[src/design/tbfsvf_pkg.sv]
// Shared types, constants and fixed-point helpers for the three-band formant filter.
`timescale 1ns / 1ps

package tbfsvf_pkg;

	localparam int SAMPLE_BITS = 24;
	localparam int NUM_CHANNELS_DEF = 2;
	localparam int NUM_BANDS = 3;

	localparam int STATE_W = 32;
	localparam int SUM_W = 34;
	localparam int MA_W = 36;
	localparam int MB_W = 19;
	localparam int PROD_W = MA_W + MB_W;
	localparam int ACC_W = 56;

	localparam int COEF_W = 18;
	localparam int DAMP_W = 17;
	localparam int MIX_W = 17;
	localparam int CFG_IDX_W = 3;
	localparam int CFG_DATA_W = 18;

	localparam logic [MIX_W-1:0] MIX_FULL = MIX_W'(65536);
	localparam logic [MIX_W-1:0] WET_GAIN = MIX_W'(117965);
	localparam logic [DAMP_W-1:0] DAMP_RESET = DAMP_W'(36045);

	localparam logic [CFG_IDX_W-1:0] REG_ENABLE = CFG_IDX_W'(0);
	localparam logic [CFG_IDX_W-1:0] REG_COEF0 = CFG_IDX_W'(1);
	localparam logic [CFG_IDX_W-1:0] REG_COEF1 = CFG_IDX_W'(2);
	localparam logic [CFG_IDX_W-1:0] REG_COEF2 = CFG_IDX_W'(3);
	localparam logic [CFG_IDX_W-1:0] REG_DAMPING = CFG_IDX_W'(4);
	localparam logic [CFG_IDX_W-1:0] REG_MIX = CFG_IDX_W'(5);

	typedef logic signed [ACC_W-1:0] acc_t;
	typedef logic signed [STATE_W-1:0] state_t;
	typedef logic signed [SAMPLE_BITS-1:0] sample_t;

	typedef struct packed {
		logic channel_in;
		sample_t sample_in;
	} in_item_t;

	typedef struct packed {
		logic channel_out;
		sample_t sample_out;
	} out_item_t;

	localparam acc_t STATE_MAX = (acc_t'(1) <<< (STATE_W - 1)) - acc_t'(1);
	localparam acc_t STATE_MIN = -(acc_t'(1) <<< (STATE_W - 1));
	localparam acc_t SMP_MAX = (acc_t'(1) <<< (SAMPLE_BITS - 1)) - acc_t'(1);
	localparam acc_t SMP_MIN = -(acc_t'(1) <<< (SAMPLE_BITS - 1));

	// Round to nearest with ties toward plus infinity, then drop 16 fraction bits.
	function automatic acc_t rnd16(acc_t v);
		return (v + acc_t'(32768)) >>> 16;
	endfunction

	function automatic state_t sat32(acc_t v);
		acc_t c;
		c = v;
		if (v > STATE_MAX) c = STATE_MAX;
		else if (v < STATE_MIN) c = STATE_MIN;
		return c[STATE_W-1:0];
	endfunction

	function automatic sample_t sat_sample(acc_t v);
		acc_t c;
		c = v;
		if (v > SMP_MAX) c = SMP_MAX;
		else if (v < SMP_MIN) c = SMP_MIN;
		return c[SAMPLE_BITS-1:0];
	endfunction

endpackage

[src/design/tbfsvf_mul.sv]
// Shared signed multiplier with a registered product.
`timescale 1ns / 1ps

module tbfsvf_mul (
	input  logic                                  clk,
	input  logic signed [tbfsvf_pkg::MA_W-1:0]    a,
	input  logic signed [tbfsvf_pkg::MB_W-1:0]    b,
	output logic signed [tbfsvf_pkg::PROD_W-1:0]  p
);
	import tbfsvf_pkg::*;

	logic signed [PROD_W-1:0] p_q;

	always_ff @(posedge clk) begin
		p_q <= PROD_W'(a) * PROD_W'(b);
	end

	assign p = p_q;

endmodule

[src/design/three_band_formant_svf_filter.sv]
// Top level of the three-band formant filter: config registers, sequencer and state stores.
`timescale 1ns / 1ps

// Three-band formant filter built from Chamberlin state-variable bandpass sections.
// Input items (channel, sample) arrive on src_valid/src_stall; results leave on
// dst_valid/dst_stall, one result per item, in order.
// All multiplies run through one registered multiplier under a small sequencer:
// each band takes six steps (state read, three multiplies, three updates), and
// the wet sum and dry/wet blend take four more, plus a done step that hands the
// result to the output register. A bypassed item (filter disabled or channel
// without state) skips the band and blend steps and goes straight to the done
// step. src_stall is high while an item is in work, so one item is processed at
// a time.
// The output register holds a finished result while the receiver stalls, and the
// next item is accepted meanwhile; that item waits at the end of its work until
// the register frees up.
// Reset clears all filter state, the config registers to their defaults and the
// output valid. Configuration is written through cfg_write/cfg_index/cfg_data,
// one register per cycle, and should only be changed while the block is idle.

module three_band_formant_svf_filter #(
	parameter int NUM_CHANNELS = tbfsvf_pkg::NUM_CHANNELS_DEF
) (
	input  logic                                   clk,
	input  logic                                   arst_n,
	input  logic                                   src_valid,
	output logic                                   src_stall,
	input  tbfsvf_pkg::in_item_t                   src_item,
	output logic                                   dst_valid,
	input  logic                                   dst_stall,
	output tbfsvf_pkg::out_item_t                  dst_item,
	input  logic                                   cfg_write,
	input  logic [tbfsvf_pkg::CFG_IDX_W-1:0]       cfg_index,
	input  logic [tbfsvf_pkg::CFG_DATA_W-1:0]      cfg_data
);
	import tbfsvf_pkg::*;

	localparam int NST = NUM_CHANNELS * NUM_BANDS;
	localparam int KW = (NST > 1) ? $clog2(NST) : 1;

	typedef enum logic [3:0] {
		ST_IDLE, ST_RD, ST_M1, ST_LPU, ST_HPU, ST_M3, ST_BPU,
		ST_WM, ST_WR, ST_XM, ST_YM, ST_DONE
	} seq_state_t;

	seq_state_t state_q;
	logic [1:0] band_q;

	logic en_q;
	logic [COEF_W-1:0] coef_q [NUM_BANDS];
	logic [DAMP_W-1:0] damp_q;
	logic [MIX_W-1:0] mix_q;

	state_t lp_st_q [NST];
	state_t bp_st_q [NST];

	logic ch_q;
	sample_t x_q;
	sample_t y_q;
	state_t lp_q, bp_q, hp_q;
	logic signed [SUM_W-1:0] sum_q;
	logic signed [MA_W-1:0] wet_q;
	acc_t acc_q;

	logic dst_valid_q;
	out_item_t dst_item_q;

	logic signed [MA_W-1:0] mul_a;
	logic signed [MB_W-1:0] mul_b;
	logic signed [PROD_W-1:0] prod;

	logic accept;
	logic filter_go;
	logic [KW-1:0] kidx;
	logic [MIX_W-1:0] mix_eff;
	logic [COEF_W-1:0] coef_sel;
	acc_t rnd_p;
	state_t lp_new, hp_new, bp_new;
	sample_t y_new;
	logic out_free;

	assign accept = src_valid && !src_stall;
	assign src_stall = (state_q != ST_IDLE);
	assign filter_go = en_q && (int'(src_item.channel_in) < NUM_CHANNELS);
	assign kidx = KW'(int'(ch_q) * NUM_BANDS + int'(band_q));
	assign mix_eff = (mix_q > MIX_FULL) ? MIX_FULL : mix_q;
	assign coef_sel = coef_q[band_q];
	assign rnd_p = rnd16(acc_t'(prod));
	assign lp_new = sat32(acc_t'(lp_q) + rnd_p);
	assign hp_new = sat32(acc_t'(x_q) - acc_t'(lp_q) - rnd_p);
	assign bp_new = sat32(acc_t'(bp_q) + rnd_p);
	assign y_new = sat_sample(rnd16(acc_q + acc_t'(prod)));
	assign out_free = !dst_valid_q || !dst_stall;

	// Operand selection for the shared multiplier; the product is registered and appears in the following cycle.
	always_comb begin
		mul_a = '0;
		mul_b = '0;
		case (state_q)
			ST_M1: begin
				mul_a = MA_W'(bp_q);
				mul_b = MB_W'({1'b0, coef_sel});
			end
			ST_LPU: begin
				mul_a = MA_W'(bp_q);
				mul_b = MB_W'({1'b0, damp_q});
			end
			ST_M3: begin
				mul_a = MA_W'(hp_q);
				mul_b = MB_W'({1'b0, coef_sel});
			end
			ST_WM: begin
				mul_a = MA_W'(sum_q);
				mul_b = MB_W'({1'b0, WET_GAIN});
			end
			ST_WR: begin
				mul_a = MA_W'(x_q);
				mul_b = MB_W'({1'b0, MIX_FULL - mix_eff});
			end
			ST_XM: begin
				mul_a = wet_q;
				mul_b = MB_W'({1'b0, mix_eff});
			end
			default: begin
				mul_a = '0;
				mul_b = '0;
			end
		endcase
	end

	tbfsvf_mul u_mul (
		.clk (clk),
		.a   (mul_a),
		.b   (mul_b),
		.p   (prod)
	);

	always_ff @(posedge clk or negedge arst_n) begin
		if (!arst_n) begin
			en_q <= 1'b0;
			for (int i = 0; i < NUM_BANDS; i++) coef_q[i] <= '0;
			damp_q <= DAMP_RESET;
			mix_q <= '0;
		end else if (cfg_write) begin
			case (cfg_index)
				REG_ENABLE: en_q <= cfg_data[0];
				REG_COEF0: coef_q[0] <= cfg_data[COEF_W-1:0];
				REG_COEF1: coef_q[1] <= cfg_data[COEF_W-1:0];
				REG_COEF2: coef_q[2] <= cfg_data[COEF_W-1:0];
				REG_DAMPING: damp_q <= cfg_data[DAMP_W-1:0];
				REG_MIX: mix_q <= cfg_data[MIX_W-1:0];
				default: ;
			endcase
		end
	end

	// Sequencer, filter state and output valid.
	always_ff @(posedge clk or negedge arst_n) begin
		if (!arst_n) begin
			state_q <= ST_IDLE;
			band_q <= '0;
			dst_valid_q <= 1'b0;
			for (int i = 0; i < NST; i++) begin
				lp_st_q[i] <= '0;
				bp_st_q[i] <= '0;
			end
		end else begin
			if (state_q == ST_DONE && out_free) dst_valid_q <= 1'b1;
			else if (!dst_stall) dst_valid_q <= 1'b0;
			case (state_q)
				ST_IDLE: begin
					band_q <= '0;
					if (accept) state_q <= filter_go ? ST_RD : ST_DONE;
				end
				ST_RD: state_q <= ST_M1;
				ST_M1: state_q <= ST_LPU;
				ST_LPU: state_q <= ST_HPU;
				ST_HPU: state_q <= ST_M3;
				ST_M3: state_q <= ST_BPU;
				ST_BPU: begin
					lp_st_q[kidx] <= lp_q;
					bp_st_q[kidx] <= bp_new;
					if (band_q == 2'(NUM_BANDS - 1)) begin
						state_q <= ST_WM;
					end else begin
						band_q <= band_q + 2'd1;
						state_q <= ST_RD;
					end
				end
				ST_WM: state_q <= ST_WR;
				ST_WR: state_q <= ST_XM;
				ST_XM: state_q <= ST_YM;
				ST_YM: state_q <= ST_DONE;
				ST_DONE: begin
					if (out_free) state_q <= ST_IDLE;
				end
				default: state_q <= ST_IDLE;
			endcase
		end
	end

	// Datapath registers.
	always_ff @(posedge clk) begin
		case (state_q)
			ST_IDLE: begin
				if (accept) begin
					ch_q <= src_item.channel_in;
					x_q <= src_item.sample_in;
					y_q <= src_item.sample_in;
					sum_q <= '0;
				end
			end
			ST_RD: begin
				lp_q <= lp_st_q[kidx];
				bp_q <= bp_st_q[kidx];
			end
			ST_LPU: lp_q <= lp_new;
			ST_HPU: hp_q <= hp_new;
			ST_BPU: sum_q <= sum_q + SUM_W'(bp_new);
			ST_WR: wet_q <= rnd_p[MA_W-1:0];
			ST_XM: acc_q <= acc_t'(prod);
			ST_YM: y_q <= y_new;
			ST_DONE: begin
				if (out_free) begin
					dst_item_q.channel_out <= ch_q;
					dst_item_q.sample_out <= y_q;
				end
			end
			default: ;
		endcase
	end

	assign dst_valid = dst_valid_q;
	assign dst_item = dst_item_q;

endmodule

[config.mk]
export PLATFORM = sky130hd
export DESIGN_NAME = three_band_formant_svf_filter
export DESIGN_NICKNAME = d
export VERILOG_FILES = /design/src/design/tbfsvf_pkg.sv /design/src/design/tbfsvf_mul.sv /design/src/design/three_band_formant_svf_filter.sv
export SDC_FILE = /design/constraint.sdc
export NUM_CORES = 2
export LEC_CHECK = 0
export BUFFER_PORTS_ARGS = -buffer_cell sky130_fd_sc_hd__buf_2
export CORE_MARGIN = 1
export CORE_UTILIZATION = 43
export DETAILED_ROUTE_END_ITERATION = 8
export HOLD_SLACK_MARGIN = 0.12
export PLACE_DENSITY = 0.6
export SETUP_SLACK_MARGIN = 0.5
export SYNTH_ARGS = -nofsm -noshare
export SYNTH_HDL_FRONTEND = slang
export SYNTH_SLANG_ARGS = --single-unit
[constraint.sdc]
create_clock -name clk -period 20.9 [get_ports clk]
set_clock_uncertainty 0.1 [all_clocks]
set_input_delay 2.09 -clock clk [delete_from_list [all_inputs] [get_ports clk]]
set_output_delay 2.09 -clock clk [all_outputs]
set_load 0.01 [all_outputs]
# Yosys cells after proc, flatten, opt, wreduce, memory -nomap -nowiden
# Cells that the tools add are included.
[op_classes]
bitwise = 2
n_addsub = 11
magnitude_cmp = 12
reduce_logical = 27
n_mul = 2
n_eq_ne = 21
muxes = 37
[ops]
columns = ["cell", "n"]
rows = [
  ["$bwmux W192", 2],
  ["$mux W32", 10],
  ["$bmux W32 S3", 2],
  ["$pmux W36 S5", 1],
  ["$gt A41 B32 Y1 const B", 3],
  ["$lt A41 B32 Y1 const B", 3],
  ["$demux W32 S3", 1],
  ["$pmux W18 S5", 1],
  ["$add A32 B40 Y41", 2],
  ["$mux W24", 3],
  ["$pmux W34 S2", 1],
  ["$pmux W32 S2", 1],
  ["$add A55 B17 Y56 const B", 1],
  ["$add A55 B55 Y56", 1],
  ["$add A56 B17 Y56 const B", 1],
  ["$mul A36 B19 Y55", 1],
  ["$pmux W24 S2", 1],
  ["$pmux W4 S12", 1],
  ["$sub A33 B40 Y41", 1],
  ["$gt A40 B24 Y1 const B", 1],
  ["$lt A40 B24 Y1 const B", 1],
  ["$bmux W18 S2", 1],
  ["$mux W18", 2],
  ["$add A34 B32 Y34", 1],
  ["37 further kinds", 69],
]
[word_totals]
word_cells = 145
input_bits = 51
output_inout_bits = 27
reg_bits = 830

# Logic depth before layout (Yosys ltp)
[depth]
word_depth = 8
ltp_mapped = 40
ltp_nobuf = 37

# By module
# Synthesis repeated with hierarchy kept, for this count alone.
[unflattened]
hier_cells = 7235
hier_area_um2 = 71148.2
[modules_own_cells]
columns = ["module", "area_each_um2", "instances", "cells_each"]
rows = [
  ["three_band_formant_svf_filter", 46961.3, 1, 4655],
  ["tbfsvf_mul", 24186.9, 1, 2580],
]

# Worst setup path after synthesis
# Ideal clock, no wire load.
[synth_timing]
kind = "register to register"
from = "reg state_q[0]"
to = "reg u_mul.p_q[53] (netlist: u_mul.p[53])"
required_time_ps = 20682
arrival_time_ps = 9778
period_less_slack_ps = 9996
stages_incl_launch_ff = 35
setup_slack_ps = 10904
cell_sequence = "dfrtp_1 > clkbuf_1 > nand2b_1 > nor2_1 > clkbuf_1 > clkbuf_1 > clkbuf_1 > a21oi_1 > o21ai_1 > clkbuf_1 > nand2_1 > fa_1 > inv_1 > fa_1 > inv_1 > fa_1 > inv_1 > fa_1 > fa_1 > inv_1 > fa_1 > inv_1 > ha_1 > clkbuf_1 > a211o_1 > a31oi_1 > o311ai_0 > o2111ai_1 > a21oi_1 > a21oi_1 > a2111oi_0 > o31a_1 > o21a_1 > nor2_1 > xnor2_1"
[synth_between]
elab_chain_len = 4
[synth_rtl]
columns = ["item", "line", "text"]
rows = [
  ["start: declaration", "three_band_formant_svf_filter.sv:46", "seq_state_t state_q;"],
  ["start signal: assignment", "three_band_formant_svf_filter.sv:173", "if (accept) state_q <= filter_go ? ST_RD : ST_DONE;"],
  ["$eq A4 B2 Y1 or $eq A4 B3 Y1 (tied branches)", "three_band_formant_svf_filter.sv:99", "case (state_q)"],
  ["$reduce_or A2 Y1 (no line)", "--", ""],
  ["$pmux W36 S5 or $pmux W18 S5 (tied branches)", "three_band_formant_svf_filter.sv:99", ""],
  ["$mul A36 B19 Y55 *", "tbfsvf_mul.sv:15", "p_q <= PROD_W'(a) * PROD_W'(b);"],
  ["end signal: assignment", "tbfsvf_mul.sv:15", ""],
  ["end: declaration", "tbfsvf_mul.sv:12", "logic signed [PROD_W-1:0] p_q;"],
]
# Every way passes the cells marked *; elsewhere a longest branch is shown, timed or not.
# A chain may end at the register's enable or synchronous reset.

# Worst setup path after layout
[layout_timing]
from = "reg mix_q[0]"
to = "reg u_mul.p_q[53] (netlist: u_mul.p[53])"
[layout_between]
elab_chain_len = 5
[layout_rtl]
columns = ["item", "line", "text"]
rows = [
  ["start: declaration", "three_band_formant_svf_filter.sv:52", "logic [MIX_W-1:0] mix_q;"],
  ["start signal: assignment", "three_band_formant_svf_filter.sv:151", "REG_MIX: mix_q <= cfg_data[MIX_W-1:0];"],
  ["$gt A17 B17 Y1", "three_band_formant_svf_filter.sv:86", "assign mix_eff = (mix_q > MIX_FULL) ? MIX_FULL : mix_q;"],
  ["$mux W17 *", "three_band_formant_svf_filter.sv:86", ""],
  ["$sub A17 B17 Y17", "three_band_formant_svf_filter.sv:118", "mul_b = MB_W'({1'b0, MIX_FULL - mix_eff});"],
  ["$pmux W18 S5 *", "three_band_formant_svf_filter.sv:99", ""],
  ["$mul A36 B19 Y55 *", "tbfsvf_mul.sv:15", ""],
]
# Marked as above.

==> metrics.md <==
| Metric | Value |
|---|---|
| Area Overhead vs Synth | 8.681% |
| Critical path peak fanout | 32 |
| Hold/Removal Path Class | flip-flop to flip-flop |
| Final cell count without fillers | about 9600 |
| Family with the most delay on the worst path | compound AO/OA/AOI/OAI gates |
| Final Hold Viols | 0 |
| Critical path required time | ~21 ns |
| Post-synth top flop | dfrtp_1 |
| Number of synthesized register bits | a little over 800 |
| Final Wtd Congestion | 0.9470 |
| Number of buffers added on ports | 77 |
| CP arrival | around 12 ns |
| Cell count after synthesis | around 7400 |
| Core Area | about 0.16 mm^2 |
| Drc violations | 0 |
| Post-place setup slack | slightly below 10 ns |
| Async set-reset flop share out of synthesis | 0.5783 |
| TNS Setup | 0 ns |
| Cell variety after synth | between 90 and 100 |
| Post-DP HPWL | ~170 mm |
| Sequential share of the synthesized area | 0.3094 |
| Final setup violation count | 0 |
| R2R Setup Slk | 9.59 ns |
| Number of cells on the critical path | 34 |
| Clock root buffer master | clkbuf_16 |
| Simple-gate share of the synthesized area | 0.1278 |
| Worst path slowest cell | nand3_2 |
| Vias | about 55000 |
| Post-CTS setup buffers | 0 |
| 1st-pass router iterations | 7 |
| Clk Latency, worst-skew pair | around 0.76 ns |
| GR Util All Layers | 0.2834 |
| Die Y | ~410 um |
| Post-Synth XOR/XNOR Area | 0.03117 |
| RSZ-0062 raised after global routing | false |
| Fmax | 0.08838 GHz |
| Mapped Area | approximately 0.07 mm^2 |
| Critical Path End Type | flip-flop |
| Buf/Inv on CP | 3 |
| Critical path's largest stage delay | between 0.8 and 0.9 ns |
| Die Width | 408.5 um |
| Hold_buf cts | 0 |
| GRT overflow | 0 |
| Reg clk slew, reported paths | about 0.06 ns |
| PnR worst setup slack | approximately 9.6 ns |
| Syn Area/Cell | roughly 9.6 um^2 |
| Final ANT Viol Nets | 0 |
| Die footprint | roughly 0.17 mm^2 |
| RR Endpoint | u_mul.p[53]$_DFF_P_ |
| Longest Clk Path Bufs | 3 |
| Most frequent CP cell | fa_1 |
| Clk sinks | 830 |
| H-Tree Depth | 3 |
| Largest net degree at the start of global routing | 100 |
| Routed length per instance | between 20 and 25 um |
| Final #Nets | approximately 8500 |
| Crit path capture | u_mul.p[53]$_DFF_P_ |
| Slew Viols, Final | 0 |
| Setup crit start | mix_q[0]$_DFFE_PN0P_ |
| Complex-gate fraction of the synthesized area | 0.1320 |
| Crit start category | flip-flop |
| Initial drt markers | 5157 |
| CTS tree | built |
| Syn nets | between 8000 and 9000 |
| Placed cell count | about 9500 |
| Worst r2r path cells | 34 |
| Post-synth EDFFs | 295 |
| Layout cells sized above 1 | 0.09748 |
| Initial antenna violation count | 11 |
| CTS buffer count | 94 |
| Number of global-route vias before repair | about 56000 |
| Via density | around 5.7 |
| Max transition margin | 0.08765 |
| Crit path kind | flip-flop to flip-flop |
| First-pass GRT wire length | around 360 mm |
| Starting Density | 0.4350 |
| Largest family of logic cells by synthesized area | adder cells |
| Slew @ Worst Pin | between 1 and 1.5 ns |
| Num ports | roughly 80 |
| FF-to-FF Start | mix_q[0]$_DFFE_PN0P_ |
| Max-cap viol count | 0 |
| WL final | 234.2 mm |
| Status | finished clean |
| Final Cell Area | 0.07721 mm^2 |
| Dominant cells by area after synthesis | fa_1 19%, dfrtp_1 17%, edfxtp_1 12%, ha_1 7.8%, inv_1 5.7% |
| Row count | between 100 and 150 |
| Min cycle time layout | ~11 ns |
| Post-cts resize count | 0 |
| Cell taking the most area after synthesis | fa_1 |
| Fin crit share | 0.5414 |
| Adder-Cell Fraction of Synth Area | 0.2651 |
| Post-synthesis mux area share | 0.05726 |
| Synth warn | 0 |
| Synth top area share | 0.1874 |
| Placed standard-cell area | around 0.074 mm^2 |
[layout by cell type (no fill, tap or decap), types with 128 or more instances in the layout]
cell         n
mux2_2     155
inv_1     1083
dfrtp_1    472
edfxtp_1   295
a211oi_1   180
nor2_1     653
fa_1       664
ha_1       440
a21oi_1    364
xnor2_1    154
nand2_1    822
o21ai_0    402
buf_4      128
[sequential cells by signal (all words and copies together) (netlist names)]
register and count:
acc_q 55, band_q 2, bp_q 32, bp_st_q 192, ch_q 1, coef_q 54, damp_q 17, dst_item 25
dst_valid 1, en_q 1, hp_q 32, lp_q 32, lp_st_q 192, mix_q 17, state_q 4, sum_q 34
u_mul.p 55, wet_q 36, x_q 24, y_q 24
[worst min-delay path by stage]
stage	start	end	slack, ns	depth (start not counted)
after floorplan	y_q[0]$_DFFE_PP_	dst_item[0]$_DFFE_PP_	0.30	0
after global placement	y_q[1]$_DFFE_PP_	dst_item[1]$_DFFE_PP_	0.30	0
after detailed placement	y_q[0]$_DFFE_PP_	dst_item[0]$_DFFE_PP_	0.30	0
after CTS	y_q[10]$_DFFE_PP_	dst_item[10]$_DFFE_PP_	0.31	0
after global routing	y_q[10]$_DFFE_PP_	dst_item[10]$_DFFE_PP_	0.32	0
final	y_q[20]$_DFFE_PP_	dst_item[20]$_DFFE_PP_	0.32	0
[layout make-up]
type / instances / area [um^2]
antenna: 2 / 5.005
clock buffer: 124 / 2661
clock inverter: 53 / 565.5
fill: 15500 / 86120
inverter: 1085 / 4073
multi-input combinational: 5170 / 43830
sequential: 830 / 21980
tap: 2175 / 2721
timing repair buffer: 206 / 1376
[Yosys cell counts, types with 127 or more instances]
library cell,n
edfxtp_1,295
mux2_2,155
nor2_1,660
xnor2_1,154
a21o_1,127
o21ai_0,403
ha_1,441
nand2_1,823
inv_1,1085
clkbuf_1,274
a21oi_1,367
fa_1,665
a211oi_1,180
dfrtp_1,472
[cells by family after synthesis]
kind of cell | after synthesis
AO/OA/AOI/OAI | 1459
XOR/XNOR | 252
adder cells (fa/ha/maj) | 1106
buffers and inverters | 1439
flip-flops | 830
multiplexers | 307
AND/OR/NAND/NOR | 2046
[routing by layer]
layer | vias up | share of wire | GRT usage
met4 | 4 | 0.038 | 0.09970
met1 | 27750 | 0.44 | 0.3973
met2 | 2093 | 0.44 | 0.4397
met3 | 400 | 0.080 | 0.05070
li1 | 24720 | - | -
met5 | - | 0.000090 | 0
[metrics by stage]
stage / hold WS, ns / util
global route: 0.3171 / 0.4727
CTS: 0.3082 / 0.4727
floorplan: 0.3003 / -
global placement: 0.3010 / 0.4530
finish: 0.3177 / 0.4727
detailed placement: 0.3045 / 0.4530
Power is left out: the tool's default activity adds up to more than one toggle a clock period on the data nets, which glitch-free logic cannot reach.
